$ cat src/rtl/crc16fc_pkg.sv
// Shared types, constants and the byte-wise CRC step for the CRC-16 frame checker.
package crc16fc_pkg;

  localparam logic [15:0] CrcInit = 16'hFFFF;
  localparam logic [15:0] CrcPoly = 16'hA001;
  localparam int unsigned HeldFull = 2;

  typedef struct packed {
    logic       last_byte;
    logic [7:0] data_byte;
  } item_t;

  // Reflected CRC-16, eight bit steps for one byte.
  function automatic logic [15:0] crc16fc_byte(input logic [15:0] crc_in,
                                               input logic [7:0]  data_in);
    logic [15:0] crc;
    crc = crc_in ^ {8'h00, data_in};
    for (int k = 0; k < 8; k++) begin
      if (crc[0]) begin
        crc = (crc >> 1) ^ CrcPoly;
      end else begin
        crc = crc >> 1;
      end
    end
    return crc;
  endfunction

endpackage

$ cat src/rtl/crc16_frame_check.sv
// Top level of the CRC-16 frame checker: input register, CRC engine, result register.
//
// Takes one frame byte per beat on the slave stream (tlast marks the final
// byte) and gives one result beat per frame: the reflected CRC-16 (poly
// 0xA001, init 0xFFFF, no final XOR) in tdata, with tuser[0] = trailer match
// and tuser[1] = short frame. With trailer mode set, the last two bytes of a
// frame are the expected CRC, high byte first, and are not covered. A byte is
// accepted every cycle; the input stalls only while a last byte waits in the
// input register for the receiver to take the previous result. A last byte
// passes the input register, one eight-step CRC update and the result
// register before its result beat is valid.
// Writing the mode register clears any frame in progress.
module crc16_frame_check (
  input  logic        clk_i,
  input  logic        rst_ni,
  input  logic        cfg_we_i,
  input  logic        cfg_wdata_i,     // trailer_mode
  input  logic        s_axis_tvalid,
  output logic        s_axis_tready,
  input  logic [7:0]  s_axis_tdata,    // [7:0] data_byte
  input  logic        s_axis_tlast,    // last_byte
  output logic        m_axis_tvalid,
  input  logic        m_axis_tready,
  output logic [15:0] m_axis_tdata,    // [15:0] frame_crc
  output logic [1:0]  m_axis_tuser     // [0] trailer_match, [1] short_frame
);
  import crc16fc_pkg::*;

  item_t s_item, item;
  logic  item_valid, item_take;
  logic  res_match, res_short;

  assign s_item.data_byte = s_axis_tdata;
  assign s_item.last_byte = s_axis_tlast;

  crc16fc_in_stage u_in_stage (
    .clk_i        (clk_i),
    .rst_ni       (rst_ni),
    .s_valid_i    (s_axis_tvalid),
    .s_ready_o    (s_axis_tready),
    .s_item_i     (s_item),
    .item_valid_o (item_valid),
    .item_o       (item),
    .item_take_i  (item_take)
  );

  crc16fc_engine u_engine (
    .clk_i        (clk_i),
    .rst_ni       (rst_ni),
    .cfg_we_i     (cfg_we_i),
    .cfg_wdata_i  (cfg_wdata_i),
    .item_valid_i (item_valid),
    .item_i       (item),
    .item_take_o  (item_take),
    .res_valid_o  (m_axis_tvalid),
    .res_ready_i  (m_axis_tready),
    .res_crc_o    (m_axis_tdata),
    .res_match_o  (res_match),
    .res_short_o  (res_short)
  );

  assign m_axis_tuser = {res_short, res_match};

  // A short frame never covers a byte and never matches.
  a_short_crc: assert property (@(posedge clk_i) disable iff (!rst_ni)
    m_axis_tvalid && res_short |-> (m_axis_tdata == CrcInit) && !res_match)
    else $error("short frame with covered bytes or match");

  // Backpressure on the input only while a byte waits in the input register.
  a_stall_held: assert property (@(posedge clk_i) disable iff (!rst_ni)
    !s_axis_tready |-> item_valid)
    else $error("input stalled with empty input register");

  // A non-last byte never waits on the result register.
  a_mid_flows: assert property (@(posedge clk_i) disable iff (!rst_ni)
    item_valid && !item.last_byte |-> item_take)
    else $error("mid-frame byte stalled");

  // A result beat appears only after a last byte was taken.
  a_result_src: assert property (@(posedge clk_i) disable iff (!rst_ni)
    $rose(m_axis_tvalid) |-> $past(item_take && item.last_byte))
    else $error("result without last byte");

endmodule

$ cat src/rtl/crc16fc_in_stage.sv
// Input register: captures one byte beat and holds it until the engine takes it.
module crc16fc_in_stage (
  input  logic                 clk_i,
  input  logic                 rst_ni,
  input  logic                 s_valid_i,
  output logic                 s_ready_o,
  input  crc16fc_pkg::item_t   s_item_i,
  output logic                 item_valid_o,
  output crc16fc_pkg::item_t   item_o,
  input  logic                 item_take_i
);
  import crc16fc_pkg::*;

  logic  valid_q, valid_d;
  item_t item_q;

  assign s_ready_o = !valid_q || item_take_i;

  always_comb begin
    valid_d = valid_q;
    if (s_ready_o) begin
      valid_d = s_valid_i;
    end
  end

  always_ff @(posedge clk_i or negedge rst_ni) begin
    if (!rst_ni) begin
      valid_q <= 1'b0;
    end else begin
      valid_q <= valid_d;
    end
  end

  always_ff @(posedge clk_i) begin
    if (s_ready_o && s_valid_i) begin
      item_q <= s_item_i;
    end
  end

  assign item_valid_o = valid_q;
  assign item_o       = item_q;

endmodule

$ cat src/rtl/crc16fc_engine.sv
// Frame state (CRC register, trailer delay line) and the result register.
module crc16fc_engine (
  input  logic                 clk_i,
  input  logic                 rst_ni,
  input  logic                 cfg_we_i,
  input  logic                 cfg_wdata_i,
  input  logic                 item_valid_i,
  input  crc16fc_pkg::item_t   item_i,
  output logic                 item_take_o,
  output logic                 res_valid_o,
  input  logic                 res_ready_i,
  output logic [15:0]          res_crc_o,
  output logic                 res_match_o,
  output logic                 res_short_o
);
  import crc16fc_pkg::*;

  logic        mode_q;
  logic [15:0] crc_q, crc_d;
  logic [7:0]  held0_q, held0_d, held1_q, held1_d;
  logic [1:0]  count_q, count_d;
  logic        out_valid_q, out_valid_d;
  logic [15:0] out_crc_q;
  logic        out_match_q, out_short_q;
  logic        out_free, take, full, covered;
  logic [7:0]  crc_byte_in;
  logic        match, short_f;

  assign out_free    = !out_valid_q || res_ready_i;
  assign take        = item_valid_i && (!item_i.last_byte || out_free);
  assign item_take_o = take;

  assign full        = (count_q == 2'(HeldFull));
  // In trailer mode the older held byte is covered once the delay line is full.
  assign covered     = !mode_q || full;
  assign crc_byte_in = mode_q ? held0_q : item_i.data_byte;

  always_comb begin
    crc_d   = crc_q;
    held0_d = held0_q;
    held1_d = held1_q;
    count_d = count_q;
    if (covered) begin
      crc_d = crc16fc_byte(crc_q, crc_byte_in);
    end
    if (mode_q) begin
      if (full) begin
        held0_d = held1_q;
        held1_d = item_i.data_byte;
      end else begin
        if (count_q[0]) begin
          held1_d = item_i.data_byte;
        end else begin
          held0_d = item_i.data_byte;
        end
        count_d = count_q + 2'd1;
      end
    end
  end

  assign short_f = mode_q && (count_d != 2'(HeldFull));
  assign match   = mode_q && !short_f && ({held0_d, held1_d} == crc_d);

  always_comb begin
    out_valid_d = out_valid_q;
    if (take && item_i.last_byte) begin
      out_valid_d = 1'b1;
    end else if (res_ready_i) begin
      out_valid_d = 1'b0;
    end
  end

  always_ff @(posedge clk_i or negedge rst_ni) begin
    if (!rst_ni) begin
      mode_q      <= 1'b0;
      crc_q       <= CrcInit;
      held0_q     <= 8'h00;
      held1_q     <= 8'h00;
      count_q     <= 2'd0;
      out_valid_q <= 1'b0;
    end else begin
      out_valid_q <= out_valid_d;
      if (cfg_we_i) begin
        // A mode write drops any frame in progress.
        mode_q  <= cfg_wdata_i;
        crc_q   <= CrcInit;
        held0_q <= 8'h00;
        held1_q <= 8'h00;
        count_q <= 2'd0;
      end else if (take) begin
        if (item_i.last_byte) begin
          crc_q   <= CrcInit;
          held0_q <= 8'h00;
          held1_q <= 8'h00;
          count_q <= 2'd0;
        end else begin
          crc_q   <= crc_d;
          held0_q <= held0_d;
          held1_q <= held1_d;
          count_q <= count_d;
        end
      end
    end
  end

  always_ff @(posedge clk_i) begin
    if (take && item_i.last_byte) begin
      out_crc_q   <= crc_d;
      out_match_q <= match;
      out_short_q <= short_f;
    end
  end

  assign res_valid_o = out_valid_q;
  assign res_crc_o   = out_crc_q;
  assign res_match_o = out_match_q;
  assign res_short_o = out_short_q;

endmodule

$ cat config.mk
export PLATFORM = sky130hd
export DESIGN_NAME = crc16_frame_check
export DESIGN_NICKNAME = d
export VERILOG_FILES = /design/src/rtl/crc16fc_pkg.sv /design/src/rtl/crc16_frame_check.sv /design/src/rtl/crc16fc_in_stage.sv /design/src/rtl/crc16fc_engine.sv
export SDC_FILE = /design/constraint.sdc
export NUM_CORES = 1
export LEC_CHECK = 0
export BUFFER_PORTS_ARGS = -buffer_cell sky130_fd_sc_hd__buf_2
export CAP_MARGIN = 20
export CORE_ASPECT_RATIO = 2
export CORE_UTILIZATION = 53
export DETAILED_ROUTE_END_ITERATION = 6
export PLACE_DENSITY = 0.73
export SYNTH_ARGS = -nofsm -noshare
export SYNTH_HDL_FRONTEND = slang
export SYNTH_SLANG_ARGS = --single-unit
$ cat constraint.sdc
create_clock -name clk_i -period 2.84 [get_ports clk_i]
set_input_delay 0.142 -clock clk_i [delete_from_list [all_inputs] [get_ports clk_i]]
set_output_delay 0.142 -clock clk_i [all_outputs]
set_load 0.05 [all_outputs]
==> impl_metrics.json, run 1 <==
{
  "ir_worst_vdd_uv": 581,
  "routed-wl-met3_microns": 290,
  "rr_endpoint": "u_engine.res_match_o",
  "worst_slack_ns": -0.0681,
  "highest_layer": "met4",
  "synthArstFlopShare_pct": 57.8,
  "path_max_fanout": 8,
  "gp_congestion": 0.882,
  "nFillCells": 470,
  "synth_seq_cells": 64,
  "clkLatencyLatePin_ns": 0.34,
  "r2r-start": "u_engine.count_q[1]",
  "period_needed_ns": 2.91,
  "port_buffers": 34,
  "wl_met2_mm": 4.82,
  "max_freq_ghz": 0.344,
  "drt-met1-wl_mm": 3.06,
  "io_pins": 35,
  "cts.htree.levels": 3,
  "maxCapViolCount": 0,
  "die_area_sq_mm": 0.00681,
  "ys.flop_type": "edfxtp_1",
  "avgSynthCellArea_sq_um": 11.7,
  "firstDrtPassIters": 4,
  "grt_usage_pct": 29.8,
  "cts_sinks": 64,
  "rr_worst_depth": 9,
  "cp_data_arrival_time_ns": 3.05,
  "core-area_sq_mm": 0.00626,
  "cp_cell_sequence": "ha_4 -> or2_2 -> o22ai_2 -> o2bb2ai_2 -> xnor2_1 -> o41ai_1 -> o211ai_1 -> or4_1 -> a2111oi_2",
  "synthCells": 293,
  "grt_max_degree": 38,
  "slew_violations": 0,
  "crit_start": "u_engine.count_q[1]",
  "dp.final_hpwl_mm": 6.10,
  "setup_violations": 1,
  "critPathKind": "reg2reg",
  "detailed_place.area_sq_mm": 0.00405,
  "ys_types": 49,
  "grt_antenna_before_repair": 0,
  "syn2layout_area_growth_pct": 33.0,
  "ys_warn_count": 0,
  "grt.overflow.total": 0,
  "cp.depth": 9,
  "diodes": 0,
  "power_density_mw_per_mm2": 677,
  "syn_area_sq_mm": 0.00343,
  "cpLargestDelayFamily": "compound AO/OA/AOI/OAI gates",
  "clkTransAtPathRegs_ns": 0.05,
  "via_per_inst": 5.61,
  "finalCritPeriodShare_pct": 102,
  "r2r_slack_ns": -0.07,
  "wirelength_mm": 8.74,
  "nets": 402,
  "critPathCapture": "u_engine.res_match_o",
  "die_x_microns": 58.9,
  "final_core_util_pct": 72.9,
  "grt_pass1_vias": 2823,
  "drc": 0,
  "synth-seq-area-share_pct": 51.2,
  "die_h_microns": 116,
  "skew_ns": 0.00581,
  "cts_buffers": 9,
  "start_kind": "register",
  "start_util_pct": 54.8,
  "finalHoldViolations": 0,
  "end_kind": "register",
  "cts_tree": "done",
  "ant_nets": 0,
  "cp.required_ns": 2.98,
  "num_rows": 41,
  "drive_gt1_share_pct": 39.5,
  "regArea_sq_mm": 0.00176,
  "hp-class": "in2reg",
  "vias": 2668,
  "synth-edff-count": 27,
  "relSlewSlack_pct": 39.4,
  "clk_path_buf_depth": 2,
  "fin_area_sq_mm": 0.00456,
  "violations": "negative setup slack",
  "synth_nets": 310,
  "status": "complete, but fails checks",
  "slowest_delay_ns": 0.43,
  "worstMarginPinSlew_ns": 0.909,
  "grt_setup_unrepaired": "true",
  "cpMaxStageDelayCell": "or4_1",
  "clk_root_buffer_cell": "clkbuf_16",
  "p_leak_nw": 1.91,
  "drtIter0Drc": 149,
  "detail_route.wl_per_cell_microns": 18.4,
  "multi_input_area_sq_mm": 0.00169,
  "grt_pass1_wl_mm": 14.2,
  "path_buf_inv": 0
}
[per-layer routing]
layer	GRT usage (%)	vias to the layer above
li1	-	1244
met1	30.0	1304
met2	51.5	80
met3	6.81	40
met4	22.2	0
met5	0	-
[synthesized netlist by cell type (2+ instances only)]
library cell | number | share of area [%]
a2bb2oi_1 | 4 | 1.0
nor2_1 | 25 | 2.7
mux2i_1 | 22 | 6.4
a21o_1 | 2 | 0.44
o22a_1 | 7 | 1.8
ha_1 | 2 | 0.73
a22o_1 | 13 | 3.3
xnor2_1 | 15 | 3.8
nand3_1 | 3 | 0.44
edfxtp_1 | 27 | 24
nand2_1 | 15 | 1.6
o2bb2ai_1 | 3 | 0.77
dfrtp_1 | 21 | 15
xnor2_2 | 5 | 2.4
o21ai_0 | 8 | 1.2
xor2_1 | 17 | 4.3
a21oi_1 | 15 | 2.2
dfstp_2 | 16 | 12
o22ai_1 | 9 | 1.6
buf_4 | 3 | 0.66
nor4_1 | 3 | 0.55
clkbuf_1 | 8 | 0.88
xnor3_1 | 2 | 1.3
nand2b_1 | 4 | 0.73
mux2_2 | 2 | 0.66
buf_6 | 2 | 0.66
and2_1 | 4 | 0.73
o211ai_1 | 3 | 0.66
inv_1 | 13 | 1.4
[cells by family (layout without fill, tap and decap cells)]
group | Yosys count | after routing | share of synthesized area [%]
AO/OA/AOI/OAI | 74 | 74 | 15.8
adder cells (fa/ha/maj) | 2 | 2 | 0.730
multiplexers | 25 | 25 | 7.48
flip-flops | 64 | 64 | 51.2
XOR/XNOR | 40 | 40 | 12.3
buffers and inverters | 28 | 125 | 4.16
AND/OR/NAND/NOR | 60 | 60 | 8.25
[report_power, final]
group | switching, mW | internal [mW] | leakage, nW | total [mW]
Combinational | 0.536 | 0.451 | 1.08 | 0.987
Clock | 0.385 | 0.609 | 0.128 | 0.994
Sequential | 0.0461 | 1.06 | 0.695 | 1.10
Total | 0.967 | 2.12 | 1.91 | 3.08
[registers in the layout (all words and copies together) (netlist names), 2 cells and up]
register	flops
u_engine.held0_q	8
u_engine.held1_q	8
u_engine.res_crc_o	16
u_in_stage.item_o	9
u_engine.count_q	2
u_engine.crc_q	16
[cells in the final DEF, fill, tap and decap left out, drive strengths merged, types with 2 or more instances in the layout]
cell type | netlist | final
a21boi | 2 | 2
a21o | 2 | 2
a21oi | 15 | 15
a22o | 13 | 13
a2bb2oi | 4 | 4
and2 | 4 | 4
buf | 7 | 86
clkbuf | 8 | 11
clkinv | 0 | 2
clkinvlp | 0 | 3
dfrtp | 21 | 21
dfstp | 16 | 16
dlygate4sd3 | 0 | 10
edfxtp | 27 | 27
ha | 2 | 2
inv | 13 | 13
mux2 | 2 | 2
mux2i | 23 | 23
nand2 | 15 | 15
nand2b | 4 | 4
nand3 | 3 | 3
nor2 | 25 | 25
nor4 | 4 | 4
o211ai | 3 | 3
o21ai | 8 | 8
o22a | 7 | 7
o22ai | 9 | 9
o2bb2ai | 3 | 3
xnor2 | 20 | 20
xnor3 | 2 | 2
xor2 | 18 | 18
[what timing repair did]
action	in CTS	in global routing
gates resized for setup	24	0
pin swaps	2	1
endpoints found under the setup margin	1	1
buffers inserted	1	0
hold buffers	10	0
hold endpoints to repair	30	0
cloned	0	0
[how the worst min path moves through the flow]
stage | depth (start not counted) | from | slack [ns] | endpoint
final | 2 | s_axis_tvalid | 0.01 | u_in_stage.item_valid_o
after global routing | 2 | s_axis_tvalid | 0.02 | u_in_stage.item_valid_o
after CTS | 2 | s_axis_tvalid | 0.005 | u_in_stage.item_valid_o
after detailed placement | 1 | rst_ni | 0.30 | u_engine.res_valid_o
after global placement | 1 | rst_ni | 0.29 | u_engine.res_valid_o
after floorplan | 0 | rst_ni | -0.15 | u_engine.count_q[0]
[stage by stage]
step	std cells	hold WS, ns	setup TNS (ns)	setup slack, ns	power, mW
after floorplan	293	-0.154	0	0.0788	1.71
after global placement	449	0.293	-0.110	-0.110	2.01
after detailed placement	449	0.303	-0.198	-0.198	2.03
after CTS	476	0.00500	-0.0221	-0.0221	3.10
after global routing	476	0.0248	-0.202	-0.202	3.22
final	476	0.0133	-0.0681	-0.0681	3.08
[final cells by class]
cell class	count	share of cell area (%)
sequential	64	38.5
multi-input combinational	201	37.2
timing repair buffer	96	14.8
clock buffer	11	5.32
tap	86	2.36
inverter	13	1.07
clock inverter	5	0.714
Note: power is estimated with default switching activity, not from simulation.
==> run 2: changes to the inputs <==
--- a/config.mk
+++ b/config.mk
@@ -5,10 +5,11 @@
 export SDC_FILE = /design/constraint.sdc
 export NUM_CORES = 1
 export LEC_CHECK = 0
+export ABC_AREA = 1
 export BUFFER_PORTS_ARGS = -buffer_cell sky130_fd_sc_hd__buf_2
 export CAP_MARGIN = 20
 export CORE_ASPECT_RATIO = 2
-export CORE_UTILIZATION = 53
+export CORE_UTILIZATION = 54
 export DETAILED_ROUTE_END_ITERATION = 6
 export PLACE_DENSITY = 0.73
 export SYNTH_ARGS = -nofsm -noshare
==> run 2 against run 1 <==
  * The run now ends clean
  * Flip-flop and latch count stayed put
  * Global-route usage down 1.4 points
  * Synthesized area increased by 11%
  * Clock skew up 0.0042 ns
  * Count of clock-buffer cells in the layout increased by 3
  * Critical path depth up 8
  * Non-clock buffer count shrank 45
  * Die area grew 8.8%
  * Setup slack better by 0.32 ns
  * Largest cell class unchanged
  * Largest power group unchanged
==> impl_metrics.json, run 2 <==
{
  "yosysTopAreaCellShare_pct": 21.3,
  "rr_endpoint": "u_engine.res_match_o",
  "synth_area_leaders": "edfxtp_1 21%, dfrtp_1 14%, nand2_1 14%, dfstp_2 11%, inv_1 7.7%",
  "mostFrequentLayoutCells": "139 x nand2_1, 78 x inv_1, 38 x o22ai_1",
  "grt_max_degree": 38,
  "finalCritPeriodShare_pct": 91.1,
  "max_freq_ghz": 0.386,
  "switchingPower_mw": 0.846,
  "start_util_pct": 55.3,
  "pwr-share-comb_pct": 23.6,
  "status": "completed",
  "ys_types": 34,
  "r2r_slack_ns": 0.25,
  "die_x_microns": 61.4,
  "avgSynthCellArea_sq_um": 7.87,
  "drive_gt1_share_pct": 19.8,
  "rr_worst_depth": 17,
  "holdPathStages": 3,
  "cp_data_arrival_time_ns": 2.78,
  "fin_hold_ws_ns": 0.0324,
  "hold_end": "u_in_stage.item_valid_o",
  "detailed_place.area_sq_mm": 0.00400,
  "cts_sinks": 64,
  "cts.htree.levels": 3,
  "critPathKind": "reg2reg",
  "syn_area_sq_mm": 0.00381,
  "diodes": 0,
  "fin_area_sq_mm": 0.00436,
  "synthCells": 484,
  "mostFrequentLayoutCell": "nand2_1",
  "nets": 543,
  "post-synth-top-count-cell": "nand2_1",
  "core-area_sq_mm": 0.00689,
  "clk_path_buf_depth": 2,
  "drc": 0,
  "maxCapViolCount": 0,
  "clk_root_buffer_cell": "clkbuf_16",
  "syn2layout_area_growth_pct": 14.5,
  "power_density_mw_per_mm2": 611,
  "cts_buffers": 9,
  "firstDrtPassIters": 5,
  "synth_top_cell_by_area": "edfxtp_1",
  "r2r-start": "u_engine.count_q[0]",
  "port_buffers": 34,
  "vias": 3421,
  "period_needed_ns": 2.59,
  "io_pins": 35,
  "synth-seq-area-share_pct": 46.1,
  "ys_warn_count": 0,
  "synthArstFlopShare_pct": 57.8,
  "synth-edff-count": 27,
  "gp_congestion": 0.891,
  "p_leak_nw": 2.09,
  "ir_worst_vdd_uv": 467,
  "start_kind": "register",
  "end_kind": "register",
  "path_max_fanout": 15,
  "grt_setup_unrepaired": "false",
  "power_mw": 2.66,
  "die_area_sq_mm": 0.00741,
  "synth_nets": 501,
  "wirelength_mm": 9.34,
  "grt.overflow.total": 0,
  "relSlewSlack_pct": 41.4,
  "clkTransAtPathRegs_ns": 0.05,
  "cts_tree": "done",
  "synth_seq_cells": 64,
  "min_from": "s_axis_tvalid",
  "die_h_microns": 121,
  "ys.flop_type": "edfxtp_1",
  "cp.required_ns": 3.03,
  "grt_usage_pct": 28.4,
  "skew_ns": 0.0100,
  "seqPwrFrac_pct": 40.7,
  "power_frac_clock_pct": 35.7,
  "clkLatencyLatePin_ns": 0.33,
  "setup_violations": 0,
  "grt_antenna_before_repair": 0,
  "p_int_mw": 1.82,
  "slew_violations": 0,
  "drtIter0Drc": 194,
  "worstMarginPinSlew_ns": 0.878,
  "postCtsSetupBuffers": 0,
  "hp-class": "in2reg",
  "grt_pass1_wl_mm": 15.3,
  "via_per_inst": 5.51,
  "finalHoldViolations": 0,
  "grt_pass1_vias": 3393,
  "ys_top_cells_by_count": "139 x nand2_1, 78 x inv_1, 38 x o22ai_1",
  "finalSetupTns_ns": 0,
  "dp.final_hpwl_mm": 6.77,
  "num_rows": 43,
  "ant_nets": 0,
  "switching_share_pct": 31.8,
  "detail_route.wl_per_cell_microns": 15.0
}
[run 2: cell types whose count changed after synthesis, sizes merged, moves of 6 or more]
| cell | delta |
|---|---|
| nor2 | -9 |
| xor2 | -15 |
| inv | +70 |
| buf | +6 |
| a22o | -13 |
| nand2 | +145 |
| xnor2 | -20 |
| o21ai | +25 |
| nand3 | +36 |
| mux2i | -23 |
| o22a | -7 |
| o22ai | +29 |
[run 2: how the worst max path moves through the flow]
stage / from / to / slack, ns / cells past startpoint
floorplan: u_engine.count_q[0] / u_engine.res_match_o / 0.40 / 20
global placement: u_engine.count_q[0] / u_engine.res_match_o / 0.30 / 17
detailed placement: u_engine.mode_q / u_engine.res_match_o / 0.25 / 15
CTS: u_engine.mode_q / u_engine.res_match_o / 0.22 / 15
global route: u_engine.count_q[0] / u_engine.res_match_o / 0.05 / 19
finish: u_engine.count_q[0] / u_engine.res_match_o / 0.25 / 17
[run 2: power groups by stage]
stage	sequential, mW	clock [mW]	combinational, mW
after global routing	1.09	0.997	0.692
final	1.08	0.951	0.628
after detailed placement	1.10	0	0.607
after CTS	1.08	0.963	0.620
after floorplan	1.15	0	0.414
after global placement	1.10	0	0.592
[run 2: per-layer routing]
layer  GRT usage (%)  part of all wire, %  up-vias
li1                -                    -     1663
met1            31.6                   37     1587
met2            46.9                   52      134
met3            5.56                  4.7       37
met4            18.6                  6.2        0
met5               0                    0        -
[run 2: kinds of logic (layout without fill, tap and decap cells)]
family	count (synthesis)	count (layout)	share of synthesized area, %
buffers and inverters	104	151	12.1
xor gates and xnor gates	3	3	0.887
adders and majority gates	2	2	0.657
DFF	64	64	46.1
AOI/OAI and AO/OA	89	89	14.1
and+or+nand+nor	222	222	26.2
[run 2: critical path: stages, from the launching register on]
cell	delay, ns
dfrtp_1	0.38
inv_1	0.11
ha_1	0.21
inv_1	0.11
nand2_8	0.14
clkinvlp_4	0.16
buf_4	0.22
o21ai_0	0.09
a21oi_1	0.06
nor2_1	0.20
inv_1	0.11
nand2_1	0.08
o211ai_1	0.08
nor2_1	0.12
nand2_1	0.10
nor2_1	0.10
nand3_1	0.07
nor2_1	0.11
[run 2: metrics by stage]
step,worst slack [ns],util [%],std cells
final,0.252,63.3,621
after global routing,0.0456,63.3,621
after CTS,0.221,63.2,621
after detailed placement,0.248,58.1,595
after global placement,0.302,58.1,595
after floorplan,0.402,-,484
[run 2: final cells by class]
| type | instances | area, sq um |
|---|---|---|
| Sequential cell | 64 | 1760 |
| Inverter | 84 | 322 |
| Multi-Input combinational cell | 316 | 1590 |
| Timing Repair Buffer | 51 | 323 |
| Clock buffer | 14 | 244 |
| Clock inverter | 2 | 10.0 |
| Tap cell | 90 | 113 |
| Fill cell | 641 | 2530 |
[run 2: what timing repair did]
| item | CTS | global route |
|---|---|---|
| endpoints found under the hold margin | 30 | 0 |
| gates resized for setup | 0 | 2 |
| endpoints found under the setup margin | 0 | 1 |
| hold buffers | 10 | 0 |
==> run 3: changes to the inputs <==
==> constraint.sdc (replaced) <==
create_clock -name clk_i -period 2.84 [get_ports clk_i]
set_input_delay 0.426 -clock clk_i [delete_from_list [all_inputs] [get_ports clk_i]]
set_output_delay 0.426 -clock clk_i [all_outputs]
set_load 0.05 [all_outputs]
==> run 3 against run 2 <==
  * Power rose by 7.6%
  * Final cell count fell by 1.6%
  * Critical path depth did not move
  * Flip-flop and latch count did not move
  * Die area did not move
  * Utilization fell by 0.27 points
  * Non-clock buffer count fell by 10
  * Setup slack improved by 0.0075 ns
  * Combinational power fell by 2%
  * Maximum frequency rose by 0.29%
  * Count of clock-buffer cells in the layout fell by 1
  * Critical endpoint unchanged
==> impl_metrics.json, run 3 (synthesized netlist as in run 2, its figures left out) <==
{
  "vias": 3346,
  "grt_use_met1_pct": 32.7,
  "max_freq_ghz": 0.388,
  "p_leak_nw": 2.08,
  "rr_worst_depth": 17,
  "clkLatencyLatePin_ns": 0.33,
  "firstDrtPassIters": 5,
  "die_x_microns": 61.4,
  "clkTransAtPathRegs_ns": 0.05,
  "setup_violations": 0,
  "grt_max_degree": 38,
  "cp_data_arrival_time_ns": 2.78,
  "clk_root_buffer_cell": "clkbuf_16",
  "r2r-start": "u_engine.count_q[0]",
  "ant_nets": 0,
  "dp.final_hpwl_mm": 6.50,
  "relSlewSlack_pct": 40.5,
  "wirelength_mm": 9.17,
  "syn2layout_area_growth_pct": 14.0,
  "cts_tree": "done",
  "grt_usage_pct": 28.2,
  "critPathKind": "reg2reg",
  "grt_antenna_before_repair": 0,
  "end_kind": "register",
  "drive_gt1_share_pct": 20.5,
  "die_area_sq_mm": 0.00741,
  "gr-usage-met3_pct": 4.71,
  "mostFrequentLayoutCells": "139 x nand2_1, 78 x inv_1, 38 x o22ai_1",
  "diodes": 0,
  "cts.htree.levels": 3,
  "clk_path_buf_depth": 2,
  "hp-class": "in2async",
  "worstMarginPinSlew_ns": 0.893,
  "period_needed_ns": 2.58,
  "drtIter0Drc": 215,
  "grt_pass1_vias": 3229,
  "gp_congestion": 0.907,
  "maxCapViolCount": 0,
  "grt_pass1_wl_mm": 15.0,
  "start_kind": "register",
  "fin_hold_ws_ns": 0.217,
  "detail_route.wl_per_cell_microns": 15.0,
  "rr_endpoint": "u_engine.res_match_o",
  "via_per_inst": 5.48,
  "pre_cts_ws_ns": 0.266,
  "finalSetupTns_ns": 0,
  "core-area_sq_mm": 0.00689,
  "io_pins": 35,
  "cts_buffers": 9,
  "mostFrequentLayoutCell": "nand2_1",
  "die_h_microns": 121,
  "start_util_pct": 55.3,
  "slew_violations": 0,
  "grt.overflow.total": 0,
  "r2r_slack_ns": 0.26,
  "cts_sinks": 64,
  "nFillCells": 622,
  "power_mw": 2.87,
  "nets": 533,
  "drc": 0,
  "ir_worst_vdd_uv": 435,
  "grt_setup_unrepaired": "false",
  "finalHoldViolations": 0,
  "path_max_fanout": 15,
  "grt.busiest_layer": "met2",
  "power_density_mw_per_mm2": 660,
  "num_rows": 43,
  "finalCritPeriodShare_pct": 90.8,
  "port_buffers": 34,
  "status": "completed",
  "use_met2_pct": 46.1,
  "worst_slack_ns": 0.260,
  "skew_ns": 0.00565,
  "cp.required_ns": 3.04
}
[run 3: worst max-delay path by stage]
stage / cells past startpoint / endpoint / start / slack, ns
final: 17 / u_engine.res_match_o / u_engine.count_q[0] / 0.26
after detailed placement: 18 / u_engine.res_match_o / u_engine.mode_q / 0.27
after floorplan: 20 / u_engine.res_match_o / u_engine.count_q[0] / 0.40
after global routing: 17 / u_engine.res_match_o / u_engine.count_q[0] / 0.04
after CTS: 18 / u_engine.res_match_o / u_engine.mode_q / 0.23
after global placement: 17 / u_engine.res_match_o / u_engine.count_q[0] / 0.29
[run 3: stage by stage]
step                instances  instance area, sq um  util, %
global route              611                  4340     63.0
CTS                       610                  4310     62.6
detailed placement        594                  3990     58.0
floorplan                 484                  3810        -
global placement          594                  3990     58.0
finish                    611                  4340     63.0
[run 3: cell type report]
| class | instances | area, sq um | area share [%] |
|---|---|---|---|
| clock inverter | 3 | 65.1 | 1.50 |
| clock buffer | 13 | 250 | 5.77 |
| tap | 90 | 113 | 2.59 |
| sequential | 64 | 1760 | 40.5 |
| timing repair buffer | 41 | 243 | 5.59 |
| multi-input combinational | 316 | 1590 | 36.6 |
| inverter | 84 | 322 | 7.41 |
[run 3: critical path, cell delays in order, from the launching register on]
cell and delay (ns):
dfrtp_1 0.38, inv_1 0.10, ha_1 0.21, inv_1 0.11, nand2_8 0.14, clkinvlp_4 0.16, buf_4 0.22, o21ai_0 0.08
a21oi_1 0.06, nor2_1 0.21, inv_1 0.13, nand2_1 0.09, o211ai_1 0.08, nor2_1 0.11, nand2_1 0.08, nor2_1 0.09
nand3_1 0.08, nor2_1 0.10
[run 3: report_power, final]
part | internal (mW) | switching [mW] | total (mW)
clock | 0.790 | 0.376 | 1.17
combinational | 0.180 | 0.435 | 0.616
sequential | 1.04 | 0.0398 | 1.08
total | 2.01 | 0.851 | 2.87
[run 3: timing repair]
action | CTS | global route
gates resized for setup | 0 | 2
hold buffers | 0 | 0
buffers inserted | 0 | 0
setup endpoints to repair | 0 | 1
[run 3: layer usage]
layer,vias to the layer above,share of wire (%)
li1,1638,-
met1,1544,38
met2,127,52
met3,37,4.5
met4,0,5.4
met5,-,0
